==> src/multilevel_ready_queue_macros.svh <==
// assertion macros shared by the ready queue rtl
`ifndef MULTILEVEL_READY_QUEUE_MACROS_SVH
`define MULTILEVEL_READY_QUEUE_MACROS_SVH

// property checked on every rising edge of clk, off while arst_n is low
`define MRQ_ASSERT(lbl, prop, msg) \
	lbl: assert property (@(posedge clk) disable iff (!arst_n) (prop)) else $error(msg);

// same-cycle implication
`define MRQ_ASSERT_IMPLY(lbl, ante, cons, msg) \
	`MRQ_ASSERT(lbl, (ante) |-> (cons), msg)

// next-cycle implication
`define MRQ_ASSERT_NEXT(lbl, ante, cons, msg) \
	`MRQ_ASSERT(lbl, (ante) |=> (cons), msg)

`endif

==> src/mrq_pkg.sv <==
// constants, codes and shared types of the ready queue
`timescale 1ns / 1ps
package mrq_pkg;
	localparam int LEVELS   = 4;
	localparam int CAPACITY = 16;
	localparam int ID_BITS  = 8;

	localparam int LVL_W     = (LEVELS > 1) ? $clog2(LEVELS) : 1;
	localparam int SLOT_W    = $clog2(CAPACITY);
	localparam int ADDR_W    = LVL_W + SLOT_W;
	localparam int MEM_DEPTH = (1 << ADDR_W);
	localparam int CNT_W     = $clog2(CAPACITY + 1);

	localparam int TOT_W    = 5;
	localparam int MODE_W   = 2;
	localparam int ACT_W    = 2;
	localparam int PRIO_W   = 3;
	localparam int PID_W    = 8;
	localparam int RND_W    = 16;
	localparam int RND_CNT_W = $clog2(RND_W);
	localparam int CFG_IDX_W  = 1;
	localparam int CFG_DATA_W = 5;

	typedef enum logic [ACT_W-1:0] {
		ACT_INSERT = 2'd0,
		ACT_REMOVE = 2'd1,
		ACT_SELECT = 2'd2
	} action_t;

	localparam logic [MODE_W-1:0] MODE_NONE   = 2'd0;
	localparam logic [MODE_W-1:0] MODE_STRICT = 2'd1;
	localparam logic [MODE_W-1:0] MODE_RANDOM = 2'd2;

	localparam logic [CFG_IDX_W-1:0] REG_MODE      = 1'd0;
	localparam logic [CFG_IDX_W-1:0] REG_MAX_TOTAL = 1'd1;

	localparam logic [MODE_W-1:0] MODE_RST      = MODE_STRICT;
	localparam logic [TOT_W-1:0]  MAX_TOTAL_RST = 5'd16;

	typedef struct packed {
		logic               we;
		logic [ADDR_W-1:0]  addr;
		logic [ID_BITS-1:0] data;
	} mem_wr_t;

	typedef struct packed {
		logic             valid;
		logic [RND_W-1:0] dividend;
		logic [CNT_W-1:0] divisor;
	} mod_req_t;

	typedef struct packed {
		logic             done;
		logic [CNT_W-1:0] rem;
	} mod_rsp_t;
endpackage

==> src/mrq_mem.sv <==
// entry store: one write port, one registered read port
`timescale 1ns / 1ps
module mrq_mem
	import mrq_pkg::*;
(
	input  logic               clk,
	input  mem_wr_t            wr,
	input  logic [ADDR_W-1:0]  raddr,
	output logic [ID_BITS-1:0] rdata
);
	logic [ID_BITS-1:0] mem [MEM_DEPTH];
	logic [ID_BITS-1:0] rdata_q;

	always_ff @(posedge clk) begin
		if (wr.we) begin
			mem[wr.addr] <= wr.data;
		end
		rdata_q <= mem[raddr];
	end

	assign rdata = rdata_q;
endmodule

==> src/mrq_mod.sv <==
// serial remainder unit, one dividend bit per cycle
`timescale 1ns / 1ps
module mrq_mod
	import mrq_pkg::*;
(
	input  logic     clk,
	input  logic     arst_n,
	input  mod_req_t req,
	output mod_rsp_t rsp
);
	logic                 busy_q;
	logic                 done_q;
	logic [RND_CNT_W-1:0] step_q;
	logic [RND_W-1:0]     quo_q;
	logic [CNT_W-1:0]     div_q;
	logic [CNT_W-1:0]     rem_q;
	logic [CNT_W:0]       trial;

	assign trial = {rem_q, quo_q[RND_W-1]};

	always_ff @(posedge clk or negedge arst_n) begin
		if (!arst_n) begin
			busy_q <= 1'b0;
			done_q <= 1'b0;
			step_q <= '0;
			quo_q  <= '0;
			div_q  <= '0;
			rem_q  <= '0;
		end else begin
			done_q <= 1'b0;
			if (busy_q) begin
				// restoring step: shift in next bit, subtract if it fits
				if (trial >= {1'b0, div_q}) begin
					rem_q <= CNT_W'(trial - {1'b0, div_q});
				end else begin
					rem_q <= trial[CNT_W-1:0];
				end
				quo_q  <= {quo_q[RND_W-2:0], 1'b0};
				step_q <= step_q + 1'b1;
				if (step_q == RND_CNT_W'(RND_W - 1)) begin
					busy_q <= 1'b0;
					done_q <= 1'b1;
				end
			end else if (req.valid) begin
				busy_q <= 1'b1;
				step_q <= '0;
				quo_q  <= req.dividend;
				div_q  <= req.divisor;
				rem_q  <= '0;
			end
		end
	end

	assign rsp.done = done_q;
	assign rsp.rem  = rem_q;
endmodule

==> src/multilevel_ready_queue.sv <==
// ready queue top level: sequencer, level counters and configuration
// insert, unknown action and select with nothing to pick or in mode none finish straight
// from idle; strict select reads the head slot; random select first waits in S_SEL_MOD for
// the serial remainder, one bit of random_value per cycle; remove compares entries level by
// level, then closes the gap slot by slot; one word at a time, busy high until done
// reset: levels empty, mode strict head, limit 16; entry store is not cleared; done cannot stall
`timescale 1ns / 1ps
`include "multilevel_ready_queue_macros.svh"
module multilevel_ready_queue
	import mrq_pkg::*;
(
	input  logic                  clk,
	input  logic                  arst_n,
	// command side
	input  logic                  start,
	output logic                  busy,
	input  logic [ACT_W-1:0]      action,
	input  logic [PID_W-1:0]      process_id,
	input  logic [PRIO_W-1:0]     priority_req,
	input  logic [RND_W-1:0]      random_value,
	// result side, one word per done strobe
	output logic                  done,
	output logic                  success,
	output logic                  found,
	output logic [PID_W-1:0]      selected_id,
	// configuration writes
	input  logic                  cfg_we,
	input  logic [CFG_IDX_W-1:0]  cfg_index,
	input  logic [CFG_DATA_W-1:0] cfg_data
);
	typedef enum logic [2:0] {
		S_IDLE,
		S_RM_LVL,   // pick next slot to compare or move to next level
		S_RM_CMP,   // compare read word against id
		S_SH_RD,    // read the word behind the gap
		S_SH_WR,    // write it one slot forward
		S_SEL_MOD,  // wait for random index
		S_SEL_RD,   // read the chosen slot
		S_SEL_OUT   // present the chosen id
	} state_t;

	state_t              state_q;
	logic [LVL_W-1:0]    lvl_q;
	logic [CNT_W-1:0]    idx_q;
	logic [SLOT_W-1:0]   sel_slot_q;
	logic [ID_BITS-1:0]  id_q;
	logic [CNT_W-1:0]    cnt_q [LEVELS];
	logic [TOT_W-1:0]    total_q;
	logic [MODE_W-1:0]   mode_q;
	logic [TOT_W-1:0]    max_q;
	logic                done_q;
	logic                success_q;
	logic                found_q;
	logic [PID_W-1:0]    sel_id_q;

	action_t             act;
	logic                accept;
	logic [ID_BITS-1:0]  in_id;
	logic                ins_prio_hi;
	logic [LVL_W-1:0]    ins_lvl;
	logic                ins_room;
	logic                top_any;
	logic [LVL_W-1:0]    top_lvl;
	logic                sel_mode_ok;
	logic [TOT_W-1:0]    cnt_sum;
	mem_wr_t             mem_wr;
	logic [ADDR_W-1:0]   mem_raddr;
	logic [ID_BITS-1:0]  mem_rdata;
	mod_req_t            mod_req;
	mod_rsp_t            mod_rsp;

	assign act    = action_t'(action);
	assign accept = start && !busy;
	assign busy   = (state_q != S_IDLE);
	assign in_id  = ID_BITS'(process_id);

	// insert checks: levels past the last one are dropped but reported ok
	assign ins_prio_hi = (32'(priority_req) >= LEVELS);
	assign ins_lvl     = priority_req[LVL_W-1:0];
	assign ins_room    = (total_q < max_q) && (32'(cnt_q[ins_lvl]) < CAPACITY);

	assign sel_mode_ok = (mode_q == MODE_STRICT) || (mode_q == MODE_RANDOM);

	// lowest non-empty level
	always_comb begin
		top_any = 1'b0;
		top_lvl = '0;
		for (int lv = LEVELS - 1; lv >= 0; lv--) begin
			if (cnt_q[lv] != '0) begin
				top_any = 1'b1;
				top_lvl = LVL_W'(lv);
			end
		end
	end

	always_comb begin
		cnt_sum = '0;
		for (int lv = 0; lv < LEVELS; lv++) begin
			cnt_sum = cnt_sum + TOT_W'(cnt_q[lv]);
		end
	end

	// store write: tail append on insert, one step of gap closing on remove
	always_comb begin
		mem_wr.we   = 1'b0;
		mem_wr.addr = {ins_lvl, cnt_q[ins_lvl][SLOT_W-1:0]};
		mem_wr.data = in_id;
		if (state_q == S_SH_WR) begin
			mem_wr.we   = 1'b1;
			mem_wr.addr = {lvl_q, idx_q[SLOT_W-1:0]};
			mem_wr.data = mem_rdata;
		end else if (accept && act == ACT_INSERT && !ins_prio_hi && ins_room) begin
			mem_wr.we = 1'b1;
		end
	end

	always_comb begin
		case (state_q)
			S_SH_RD:  mem_raddr = {lvl_q, SLOT_W'(idx_q + 1'b1)};
			S_SEL_RD: mem_raddr = {lvl_q, sel_slot_q};
			default:  mem_raddr = {lvl_q, idx_q[SLOT_W-1:0]};
		endcase
	end

	// random index is random_value mod count of the lowest non-empty level
	assign mod_req.valid    = accept && act == ACT_SELECT && top_any && mode_q == MODE_RANDOM;
	assign mod_req.dividend = random_value;
	assign mod_req.divisor  = cnt_q[top_lvl];

	mrq_mem u_mem (
		.clk   (clk),
		.wr    (mem_wr),
		.raddr (mem_raddr),
		.rdata (mem_rdata)
	);

	mrq_mod u_mod (
		.clk    (clk),
		.arst_n (arst_n),
		.req    (mod_req),
		.rsp    (mod_rsp)
	);

	always_ff @(posedge clk or negedge arst_n) begin
		if (!arst_n) begin
			state_q    <= S_IDLE;
			lvl_q      <= '0;
			idx_q      <= '0;
			sel_slot_q <= '0;
			id_q       <= '0;
			for (int lv = 0; lv < LEVELS; lv++) begin
				cnt_q[lv] <= '0;
			end
			total_q    <= '0;
			mode_q     <= MODE_RST;
			max_q      <= MAX_TOTAL_RST;
			done_q     <= 1'b0;
			success_q  <= 1'b0;
			found_q    <= 1'b0;
			sel_id_q   <= '0;
		end else begin
			done_q <= 1'b0;

			if (cfg_we) begin
				case (cfg_index)
					REG_MODE:      mode_q <= cfg_data[MODE_W-1:0];
					REG_MAX_TOTAL: max_q  <= cfg_data[TOT_W-1:0];
					default:       ;
				endcase
			end

			case (state_q)
				S_IDLE: begin
					if (accept) begin
						// default result word: all zero
						success_q <= 1'b0;
						found_q   <= 1'b0;
						sel_id_q  <= '0;
						case (act)
							ACT_INSERT: begin
								done_q    <= 1'b1;
								success_q <= ins_prio_hi || ins_room;
								if (!ins_prio_hi && ins_room) begin
									cnt_q[ins_lvl] <= cnt_q[ins_lvl] + 1'b1;
									total_q        <= total_q + 1'b1;
								end
							end
							ACT_REMOVE: begin
								lvl_q   <= '0;
								idx_q   <= '0;
								id_q    <= in_id;
								state_q <= S_RM_LVL;
							end
							ACT_SELECT: begin
								if (top_any && sel_mode_ok) begin
									lvl_q      <= top_lvl;
									sel_slot_q <= '0;
									state_q    <= (mode_q == MODE_RANDOM) ? S_SEL_MOD : S_SEL_RD;
								end else begin
									done_q <= 1'b1;
								end
							end
							default: begin
								done_q <= 1'b1;
							end
						endcase
					end
				end
				S_RM_LVL: begin
					if (idx_q < cnt_q[lvl_q]) begin
						state_q <= S_RM_CMP;
					end else if (lvl_q == LVL_W'(LEVELS - 1)) begin
						// id not held anywhere
						done_q  <= 1'b1;
						state_q <= S_IDLE;
					end else begin
						lvl_q <= lvl_q + 1'b1;
						idx_q <= '0;
					end
				end
				S_RM_CMP: begin
					if (mem_rdata == id_q) begin
						state_q <= S_SH_RD;
					end else begin
						idx_q   <= idx_q + 1'b1;
						state_q <= S_RM_LVL;
					end
				end
				S_SH_RD: begin
					if (CNT_W'(idx_q + 1'b1) < cnt_q[lvl_q]) begin
						state_q <= S_SH_WR;
					end else begin
						// gap reached the tail
						cnt_q[lvl_q] <= cnt_q[lvl_q] - 1'b1;
						if (total_q != '0) begin
							total_q <= total_q - 1'b1;
						end
						done_q    <= 1'b1;
						success_q <= 1'b1;
						state_q   <= S_IDLE;
					end
				end
				S_SH_WR: begin
					idx_q   <= idx_q + 1'b1;
					state_q <= S_SH_RD;
				end
				S_SEL_MOD: begin
					if (mod_rsp.done) begin
						sel_slot_q <= mod_rsp.rem[SLOT_W-1:0];
						state_q    <= S_SEL_RD;
					end
				end
				S_SEL_RD: begin
					state_q <= S_SEL_OUT;
				end
				S_SEL_OUT: begin
					done_q    <= 1'b1;
					success_q <= 1'b1;
					found_q   <= 1'b1;
					sel_id_q  <= PID_W'(mem_rdata);
					state_q   <= S_IDLE;
				end
				default: begin
					state_q <= S_IDLE;
				end
			endcase
		end
	end

	assign done        = done_q;
	assign success     = success_q;
	assign found       = found_q;
	assign selected_id = sel_id_q;

	// running total always matches the per-level counters
	`MRQ_ASSERT(a_total_sum, total_q == cnt_sum, "total count differs from level counts")
	// a word with an id must also report success
	`MRQ_ASSERT_IMPLY(a_found_ok, done_q && found_q, success_q, "found without success")
	// no id leaks out of a word without one
	`MRQ_ASSERT_IMPLY(a_no_id, done_q && !found_q, sel_id_q == '0, "stray selected id")
	// every accepted command either finishes at once or holds busy
	`MRQ_ASSERT_NEXT(a_accept, start && !busy, busy || done_q, "accepted command dropped")
endmodule
==> config.mk <==
export PLATFORM = sky130hd
export DESIGN_NAME = multilevel_ready_queue
export DESIGN_NICKNAME = d
export VERILOG_FILES = /design/src/mrq_pkg.sv /design/src/mrq_mem.sv /design/src/mrq_mod.sv /design/src/multilevel_ready_queue.sv
export VERILOG_INCLUDE_DIRS = /design/src /design/src/src
export SDC_FILE = /design/constraint.sdc
export NUM_CORES = 1
export LEC_CHECK = 0
export BUFFER_PORTS_ARGS = -buffer_cell sky130_fd_sc_hd__buf_2
export CAP_MARGIN = 10
export CORE_ASPECT_RATIO = 0.8
export CORE_UTILIZATION = 60
export DETAILED_ROUTE_END_ITERATION = 10
export HOLD_SLACK_MARGIN = 0.02
export PLACE_DENSITY = 0.77
export RECOVER_POWER = 100
export SKIP_LAST_GASP = 1
export SLEW_MARGIN = 20
export SYNTH_ARGS = -nofsm -noshare
export SYNTH_HDL_FRONTEND = slang
export SYNTH_SLANG_ARGS = --single-unit
==> constraint.sdc <==
create_clock -name clk -period 3.8 [get_ports clk]
set_input_delay 0.57 -clock clk [delete_from_list [all_inputs] [get_ports clk]]
set_output_delay 0.57 -clock clk [all_outputs]
set_load 0.01 [all_outputs]
---- Word-level counts from Yosys, hierarchy flattened ----
Memory sizes are Yosys's and may differ from the RTL's. A register that Yosys moved wholly into a read port is not among the register bits.
Index checks and enable logic that the tools add are counted.
storage, ports and cells
  memories kept ........................... 1
  register bits after elaboration ......... 97
  logic and storage cells ................. 213
  output and inout bits ................... 12
  RAM bits ................................ 512
cells by class
  mux-type cells .......................... 94
  reduce and logical (&&, ||, !) cells .... 43
  add/sub/neg operators ................... 8
  equal/unequal tests ..................... 29
  $lt $le $gt $ge ......................... 11
  bitwise operators ....................... 5
memory list
  memory     words  width  rd ports  clocked after memory_dff  wr ports  line           RTL
  u_mem.mem  64     8      1         1                         1         mrq_mem.sv:11  logic [ID_BITS-1:0] mem [MEM_DEPTH];
operator list
  kind                 number
  $mux 5               21
  $mux 20              4
  $bwmux 20            2
  $pmux 20 s2          1
  $mux 16              2
  $bmux 5 s2           3
  $reduce_bool 5->1    5
  $mux 4               6
  $pmux 3 s8           1
  $mux 1               22
  $demux 5 s2          2
  $mux 2               10
  $ne 2x2->1 const B   10
  $pmux 5 s4           1
  $mux 3               6
  $reduce_and 6->1     3
  $pmux 4 s2           2
  $pmux 8 s2           1
  $add 5x1->5 const B  3
  $lt 5x5->1           3
  $reduce_and 5->1     3
  $mux 14              1
  $eq 3x3->1 const B   4
  $ge 3x3->1 const B   4
  35 further kinds     70

---- Depth between registers and ports, before layout ----
Gate-level depths: netlist of run 1.
  depth in word-level cells ............... 11
  mapped depth ............................ 12
  gate-level depth less buffers ........... 11

---- By module ----
Synthesis of run 1 repeated with hierarchy kept, for this count alone.
unflattened totals
  cells, all modules ...................... 1565
  area, all modules ....................... 26322.7 um^2
modules (own cells, without submodules)
  module                  sequential area each (um^2)  instances  cells each  area an instance (um^2)
  mrq_mem                 15534.9                      1          940         20160.6
  multilevel_ready_queue  1629.1                       1          466         4525.6
  mrq_mod                 800.8                        1          159         1636.6

---- Least setup slack after synthesis of run 1 ----
Ideal clock, no wire load.
  path kind ............................... input to register
  start ................................... input priority_req[0]
  end ..................................... memory u_mem.mem[13][0], enable pin
  slack ................................... 0.751 ns
  cell stages on the path ................. 9
  library setup time ...................... 0.370 ns
  arrival ................................. 2.679 ns
  cell sequence ........................... mux4_2 > nor2_1 > o21ai_1 > or3_1 > a2bb2oi_1 > or2_2 > buf_2 > buf_6 > nor2_1
on the way
  cells in the longest elaborated chain, start to end .. 11
  elaborated cells on any way between the ends .. 15
  classes of those cells .................. order compare (2); mux (8); bitwise (1); reduce/logical (4)
ends and longest elaborated chain
  item                                       line                                                         RTL
  start: declaration                         multilevel_ready_queue.sv:19                                 input logic [PRIO_W-1:0] priority_req,
  $not 2->3 (not written as such)            multilevel_ready_queue.sv:80, multilevel_ready_queue.sv:106
  $bmux 5 s2                                 multilevel_ready_queue.sv:80, multilevel_ready_queue.sv:106
  $mux 5 (not written as such) (2 in a row)  multilevel_ready_queue.sv:80                                 assign ins_room = (total_q < max_q) && (32'(cnt_q[ins_lvl]) < CAPACITY);
  $lt 5x5->1                                 multilevel_ready_queue.sv:80
  $logic_and 1x1->1                          multilevel_ready_queue.sv:80
  $logic_and 1x1->1                          multilevel_ready_queue.sv:112                                end else if (accept && act == ACT_INSERT && !ins_prio_hi && ins_room) begin
  $mux 1                                     multilevel_ready_queue.sv:112
  $mux 1                                     multilevel_ready_queue.sv:108                                if (state_q == S_SH_WR) begin
  $mux 1                                     mrq_mem.sv:15                                                if (wr.we) begin
  $mux 1 (not written as such)               mrq_mem.sv:16                                                mem[wr.addr] <= wr.data;
  end: declaration                           mrq_mem.sv:11
Parallel ways exist; a longest one is shown, timed or not. The select of a mux whose other input is x is not followed.

---- Worst setup path in the final report of run 1 ----
  start ................................... register state_q[0]
  end ..................................... memory u_mem.mem[49][2], enable pin
on the way
  cells in the longest elaborated chain, start to end .. 10
  elaborated cells on any way between the ends .. 12
  classes of those cells .................. eq/ne (1); mux (5); reduce/logical (6)
ends and longest elaborated chain
  item                            line                           RTL
  start: declaration              multilevel_ready_queue.sv:42   state_t state_q;
  start signal: assignment        multilevel_ready_queue.sv:198  state_q <= (mode_q == MODE_RANDOM) ? S_SEL_MOD : S_SEL_RD;
  $reduce_bool 3->1               multilevel_ready_queue.sv:74   assign busy = (state_q != S_IDLE);
  $logic_not 1->1                 multilevel_ready_queue.sv:73   assign accept = start && !busy;
  $logic_and 1x1->1               multilevel_ready_queue.sv:73
  $logic_and 1x1->1 (3 in a row)  multilevel_ready_queue.sv:112
  $mux 1                          multilevel_ready_queue.sv:112
  $mux 1                          multilevel_ready_queue.sv:108
  $mux 1                          mrq_mem.sv:15
  $mux 1 (not written as such)    mrq_mem.sv:16
Parallel ways exist; a longest one is shown, timed or not.

==> summary.md, run 1 <==
| Metric | Value |
|---|---|
| Status | `complete, but fails checks` |
| Failing checks | `capacitance limit, slew limit` |
| Worst min path class | `in -> reg` |
| Drt first pass iters | `6` |
| Syn. warnings | `0` |
| Async SR Flop Fraction | `15.7%` |
| Core ar. | `0.0436 mm2` |
| IO Count | `51` |
| Initial Utilization | `61.5%` |
| Seq/Total Area, Yosys | `67.1%` |
| Crit. End Element | `flop` |
| Post-cts sizing count | `0` |
| Worst EP arrival | `3.79 ns` |
| PD cells | `between 700 and 800 mW/mm2` |
| Synthesized flop and latch total | `617` |
| WL final | `69900 um` |
| DR DRC count | `0` |
| VDD IR max | `0.000485 V` |
| Die height | `191 um` |
| Inserted Clock Buffers | `56` |
| Slew Limit Fails | `79` |
| Synth Net Count | `2171` |
| Routed WL per cell | `24.4 um` |
| Largest net degree at the start of global routing | `79` |
| Root Driver | `clkbuf_16` |
| R2r setup slk | `0.24 ns` |
| Area occupied by multi-input gates | `0.00802 mm2` |
| Fillers | `a little over 3000` |
| Setup-failing EPs final | `0` |
| Total GRT Usage | `between 30% and 40%` |
| Primary FF master, synth | `edfxtp_1` |
| Hold Path Origin | `cfg_data[3]` |
| Final Hold Fails | `0` |
| Area after DPL | `0.0283 mm2` |
| Wire length on met3 | `8440 um` |
| Post-synth top area cell | `edfxtp_1` |
| Crit-path max FO | `13` |
| CTS Buffer Depth | `3` |
| Worst-path clk slew | `0.06 ns` |
| N_diodes | `0` |
| Leakage power | `11.0 nW` |
| Row Count | `slightly below 70` |
| Max-cap violations | `1` |
| Yosys top cell area share | `57.4%` |
| WS Path Type | `reg -> reg` |
| Die span in x | `238 um` |
| Total die area | `between 0.04 and 0.05 mm2` |
| Met1 Wirelength | `29100 um` |
| EDFF count, synth | `512` |
| DR vias/cell | `6.48` |
| Avg Cell Area, Syn | `12.8 um2` |
| Netlist cell types | `78` |
| Relative slew slack | `-28.7%` |
| DRT iter0 DRCs | `2698` |
| Area growth syn-to-layout | `12.2%` |
| Crit start category | `flop` |
| Design Area, Final | `0.0300 mm2` |
| Top Metal Used | `met5` |
| Sink Count | `roughly 600` |
| DR vias | `18600` |
| Critical Path RT | `around 4 ns` |
| Unrepaired setup endpoints after global routing | `false` |
| Vias in the first global route | `around 18000` |
| Period utilisation layout | `93.6%` |
| H-tree depth | `2` |
| Dpl hpwl | `roughly 45000 um` |
| Share of layout cells above drive strength 1 | `13.2%` |
| Register area | `0.0180 mm2` |
| First-pass GRT wire length | `106000 um` |
| Met2 wire len | `30700 um` |
| Port bufs | `50` |
| Total gr overflow | `0` |
| Maximum clock frequency | `281 MHz` |
| Hold path depth | `2` |
| Reg-to-reg endpoint | `u_mem.mem[49][2]` |
| Worst Tran Pin Value | `1.93 ns` |
| Hold_buf cts | `0` |
| Routability congestion estimate | `0.943` |
| FF-to-FF path depth | `10` |
| Minimum clock period | `3.56 ns` |
| Initial antenna violation count | `1` |
| Setup TNS after final layout | `0 ns` |
| Largest cells by area after synthesis | `edfxtp_1, dfrtp_1, nand2_1` |
| CP startpoint | `state_q[0]` |
| Post-CTS Setup Inserts | `0` |
| Routed Antenna Nets | `0` |
| Worst r2r src | `state_q[0]` |
| Final Skew | `0.0330 ns` |
| Worst Hold Endpoint | `max_q[3]` |
| Fin nets | `approximately 2300` |
| Clk_lat worst skew | `around 0.6 ns` |
| Syn Inst Count | `about 2100` |
| CTS tree | `yes` |
| Post-Syn Area | `0.0268 mm2` |
[how the worst max path moves through the flow]
stage | to | slack (ns) | cells after the start
after floorplan | u_mem.mem[13][0] | 0.75 | 9
after global placement | u_mem.mem[28][0] | 0.32 | 9
after detailed placement | u_mem.mem[28][4] | 0.23 | 9
after CTS | u_mem.rdata[1] | 0.39 | 9
after global routing | u_mem.mem[49][6] | 0.11 | 10
final | u_mem.mem[49][2] | 0.24 | 10
[state kept, by name, indices dropped and copies added (netlist names), 3 cells and up]
signal and cells:
cnt_q 20, id_q 8, idx_q 5, max_q 5
sel_slot_q 4, selected_id 8, state_q 3, total_q 5
u_mem.mem 512, u_mem.rdata 8, u_mod.div_q 5, u_mod.quo_q 16
u_mod.rem_q 5, u_mod.step_q 4
[per-stage QoR]
step | instances | util, % | power (mW) | hold WS (ns) | setup slack (ns)
floorplan | 2098 | - | 13.5 | 0.274 | 0.751
global placement | 2767 | 65.0 | 15.8 | 0.465 | 0.319
detailed placement | 2767 | 65.0 | 16.0 | 0.473 | 0.230
CTS | 2872 | 69.4 | 21.9 | 0.180 | 0.387
global route | 2872 | 68.9 | 22.8 | 0.210 | 0.108
finish | 2872 | 68.9 | 22.0 | 0.220 | 0.245
[area by class of cell]
cell class              instances  area share [%]
clock buffers                  66            4.93
multi-input cells            1325            26.7
repair buffers                196            4.18
flip-flops and latches        617            59.8
clock inverters                39            1.47
well taps                     595            2.48
inverters                      34           0.425
[synthesized netlist by cell type, drive strengths merged, types with 4 or more instances]
cell,n
a31o,6
dfxtp,8
nand4,19
mux4,10
mux2i,69
o22ai,39
o21ai,47
inv,33
nand2b,11
nand2,413
a21o,11
a32oi,14
a21oi,166
or3,5
nor2,111
mux2,27
a211oi,29
a22o,36
xnor2,15
or4,5
dfrtp,95
and2,4
xor2,12
nor4,7
buf,91
a22oi,65
ha,32
and3,13
nor3,12
a211o,4
a311oi,11
o2111ai,4
nand3,69
clkbuf,31
edfxtp,512
a32o,13
a31oi,10
[cells in the final DEF (no fill, tap or decap), types with 39 or more instances in the layout]
cell       Yosys  routed
nand3_1       69      69
dfrtp_1       95      95
o21ai_0       41      42
buf_4         23      74
a21oi_1      165     165
clkbuf_1      31      52
nor2_1       105     106
o22ai_1       39      39
mux2i_1       69      69
edfxtp_1     512     512
clkbuf_16      0      58
a22oi_1       64      64
nand2_1      410     410
[cell families after synthesis]
logic type      after synthesis  synth area share, %
xor+xnor                     27                0.883
simple gates                683                 11.0
buf+inv                     156                 3.01
flops                       617                 67.1
compound gates              475                 11.8
fa+ha+maj                    34                 1.65
mux                         106                 4.56
[where the power goes]
part | internal (mW) | switching [mW] | total [mW]
Sequential | 8.22 | 0.403 | 8.63
Clock | 3.40 | 2.47 | 5.87
Combinational | 2.49 | 4.97 | 7.46
[metal layers]
metal / global-route usage, % / up-vias
met2: 46.3 / 1203
met1: 47.0 / 9120
li1: - / 8140
met4: 8.70 / 2
met5: 0 / -
met3: 5.94 / 150
[critical path: stages, from the launching register on]
cell and delay (ns):
dfrtp_1 0.53, inv_1 0.17, nand2_1 0.15, nor2_1 0.73, clkbuf_1 0.34, mux2i_1 0.15
nor2_1 0.13, clkbuf_2 0.24, nand2_1 0.20, nor2_1 0.18, clkbuf_1 0.39
No activity file was read; power rests on OpenSTA's default activity.
==> inputs of run 2 (changes only) <==
--- a/config.mk
+++ b/config.mk
@@ -10,6 +10,7 @@
 export CAP_MARGIN = 10
 export CORE_ASPECT_RATIO = 0.8
 export CORE_UTILIZATION = 60
+export CTS_BUF_LIST = sky130_fd_sc_hd__clkbuf_8
 export DETAILED_ROUTE_END_ITERATION = 10
 export HOLD_SLACK_MARGIN = 0.02
 export PLACE_DENSITY = 0.77
==> summary.md, run 2 (synthesized netlist as in run 1, its figures left out) <==
| Metric | Value |
|---|---|
| Status | `complete, but fails checks` |
| Failing checks | `capacitance limit, slew limit` |
| Max-cap violations | `1` |
| Total gr overflow | `0` |
| Clock power frac | `23.8%` |
| Clk_lat worst skew | `0.68 ns` |
| Core ar. | `0.0436 mm2` |
| Crit start category | `flop` |
| Top flop regs | `u_mem.mem (512), cnt_q (20), u_mod.quo_q (16)` |
| Seq pwr share | `40.9%` |
| Buf+Inv Stages, Crit Path | `4` |
| First-pass GRT wire length | `~110000 um` |
| Root Driver | `clkbuf_8` |
| Crit. End Element | `flop` |
| Most frequent cells in the layout | `edfxtp_1, nand2_1, a21oi_1` |
| Dpl hpwl | `44700 um` |
| Relative slew slack | `-28.0%` |
| Post-CTS Setup Inserts | `0` |
| Crit-path cells | `inv_1 > nand2_1 > nor2_1 > clkbuf_1 > mux2i_1 > nor2_1 > buf_4 > nand2_1 > nor2_1 > clkbuf_1` |
| Largest net degree at the start of global routing | `79` |
| Routability congestion estimate | `0.943` |
| Vias in the first global route | `17900` |
| Crit-path max cell delay | `around 0.75 ns` |
| Drt first pass iters | `7` |
| Minimum clock period | `3.56 ns` |
| CTS tree | `yes` |
| Worst EP arrival | `3.85 ns` |
| Area growth syn-to-layout | `11.4%` |
| WL final | `69700 um` |
| Period utilisation layout | `about 94%` |
| CP most frequent cell | `nor2_1` |
| Final Skew | `about 0.037 ns` |
| Crit-path leading delay family | `simple AND/OR/NAND/NOR gates` |
| Fraction of power spent switching nets | `37.4%` |
| Initial Utilization | `~61%` |
| Routed Antenna Nets | `0` |
| DR DRC count | `0` |
| Combinational power share | `35.3%` |
| Inserted Clock Buffers | `90` |
| Total die area | `0.0455 mm2` |
| Crit-path max FO | `13` |
| Slew Limit Fails | `79` |
| PD cells | `707 mW/mm2` |
| Row Count | `slightly below 70` |
| Post-cts sizing count | `0` |
| Sink Count | `slightly above 600` |
| Total GRT Usage | `31.3%` |
| WS Path Type | `reg -> reg` |
| CTS Buffer Depth | `3` |
| Setup TNS after final layout | `0 ns` |
| Routed WL per cell | `roughly 24 um` |
| Initial antenna violation count | `2` |
| Die height | `around 190 um` |
| Die span in x | `238 um` |
| DR vias/cell | `6.35` |
| Hold_buf cts | `0` |
| DR vias | `18600` |
| Share of layout cells above drive strength 1 | `14.9%` |
| Port bufs | `50` |
| IO Count | `51` |
| Most flop-heavy register | `u_mem.mem` |
| Worst Tran Pin Value | `1.92 ns` |
| VDD IR max | `0.000508 V` |
| Cell-internal power | `13.2 mW` |
| Leakage power | `approximately 11 nW` |
| Worst-path clk slew | `0.07 ns` |
| Critical Path RT | `4.09 ns` |
| DRT iter0 DRCs | `2673` |
| Sw power | `between 7 and 8 mW` |
| Unrepaired setup endpoints after global routing | `false` |
| Fin nets | `2338` |
| Maximum clock frequency | `~280 MHz` |
| H-tree depth | `3` |
| Final Hold Fails | `0` |
| Design Power | `roughly 21 mW` |
| Most common cell after layout, fill and taps aside | `edfxtp_1` |
| Worst min path class | `in -> reg` |
| N_diodes | `0` |
| Setup-failing EPs final | `0` |
| Slowest CP cell | `nor2_1` |
| Max FFs per register | `512` |
## run 2: cell count changes in the layout (fill, tap and decap cells not counted), moves of 2 or more
| cell | previous run | this run |
|---|---|---|
| buf_4 | 74 | 71 |
| bufinv_16 | 9 | 1 |
| clkbuf_1 | 52 | 34 |
| clkbuf_16 | 58 | 0 |
| clkbuf_2 | 26 | 38 |
| clkbuf_8 | 0 | 98 |
| clkinv_1 | 13 | 22 |
| clkinv_2 | 12 | 16 |
| clkinv_4 | 2 | 0 |
| clkinv_8 | 2 | 0 |
| clkinvlp_4 | 2 | 8 |
| inv_1 | 32 | 53 |
## run 2: final timing paths
path | depth (start not counted) | from | endpoint | slack [ns]
max | 10 | state_q[0] | u_mem.mem[15][1] | 0.24
min | 2 | cfg_data[3] | max_q[3] | 0.12
max reg2reg | 10 | state_q[0] | u_mem.mem[15][1] | 0.24
min reg2reg | 2 | u_mod.quo_q[2] | u_mod.quo_q[3] | 0.49
max in group asynchronous | 3 | arst_n | cnt_q[10] | 1.11
min in group asynchronous | 2 | arst_n | max_q[3] | 0.96
## run 2: power groups by stage
stage	combinational (mW)	sequential, mW	clock (mW)
after floorplan	4.96	8.57	0
after global placement	7.12	8.72	0
after detailed placement	7.29	8.74	0
after CTS	7.34	8.61	5.06
after global routing	7.98	8.67	5.33
final	7.44	8.62	5.00
## run 2: cell type report
type / instances / area, um2
Multi-Input combinational cell: 1325 / 8010
Clock inverter: 68 / 339
Sequential cell: 617 / 18000
Tap cell: 595 / 744
Fill cell: 3195 / 13700
Inverter: 34 / 128
Clock buffer: 98 / 1350
Timing Repair Buffer: 197 / 1280
## run 2: per-stage QoR
stage / utilization (%) / cell area (um2) / std cells / setup WS (ns) / hold WS, ns
after floorplan: - / 26800 / 2098 / 0.751 / 0.274
after global placement: 65.0 / 28300 / 2767 / 0.319 / 0.465
after detailed placement: 65.0 / 28300 / 2767 / 0.230 / 0.473
after CTS: 68.9 / 30000 / 2933 / 0.308 / 0.0899
after global routing: 68.4 / 29800 / 2934 / 0.0449 / 0.112
final: 68.4 / 29800 / 2934 / 0.238 / 0.122
## run 2: metal layers
layer	up-vias	GRT usage, %	wire, um
met5	-	0	8
met4	2	10.4	1830
met3	152	7.42	8180
met2	1180	45.5	30500
met1	9092	46.5	29200
li1	8217	-	-
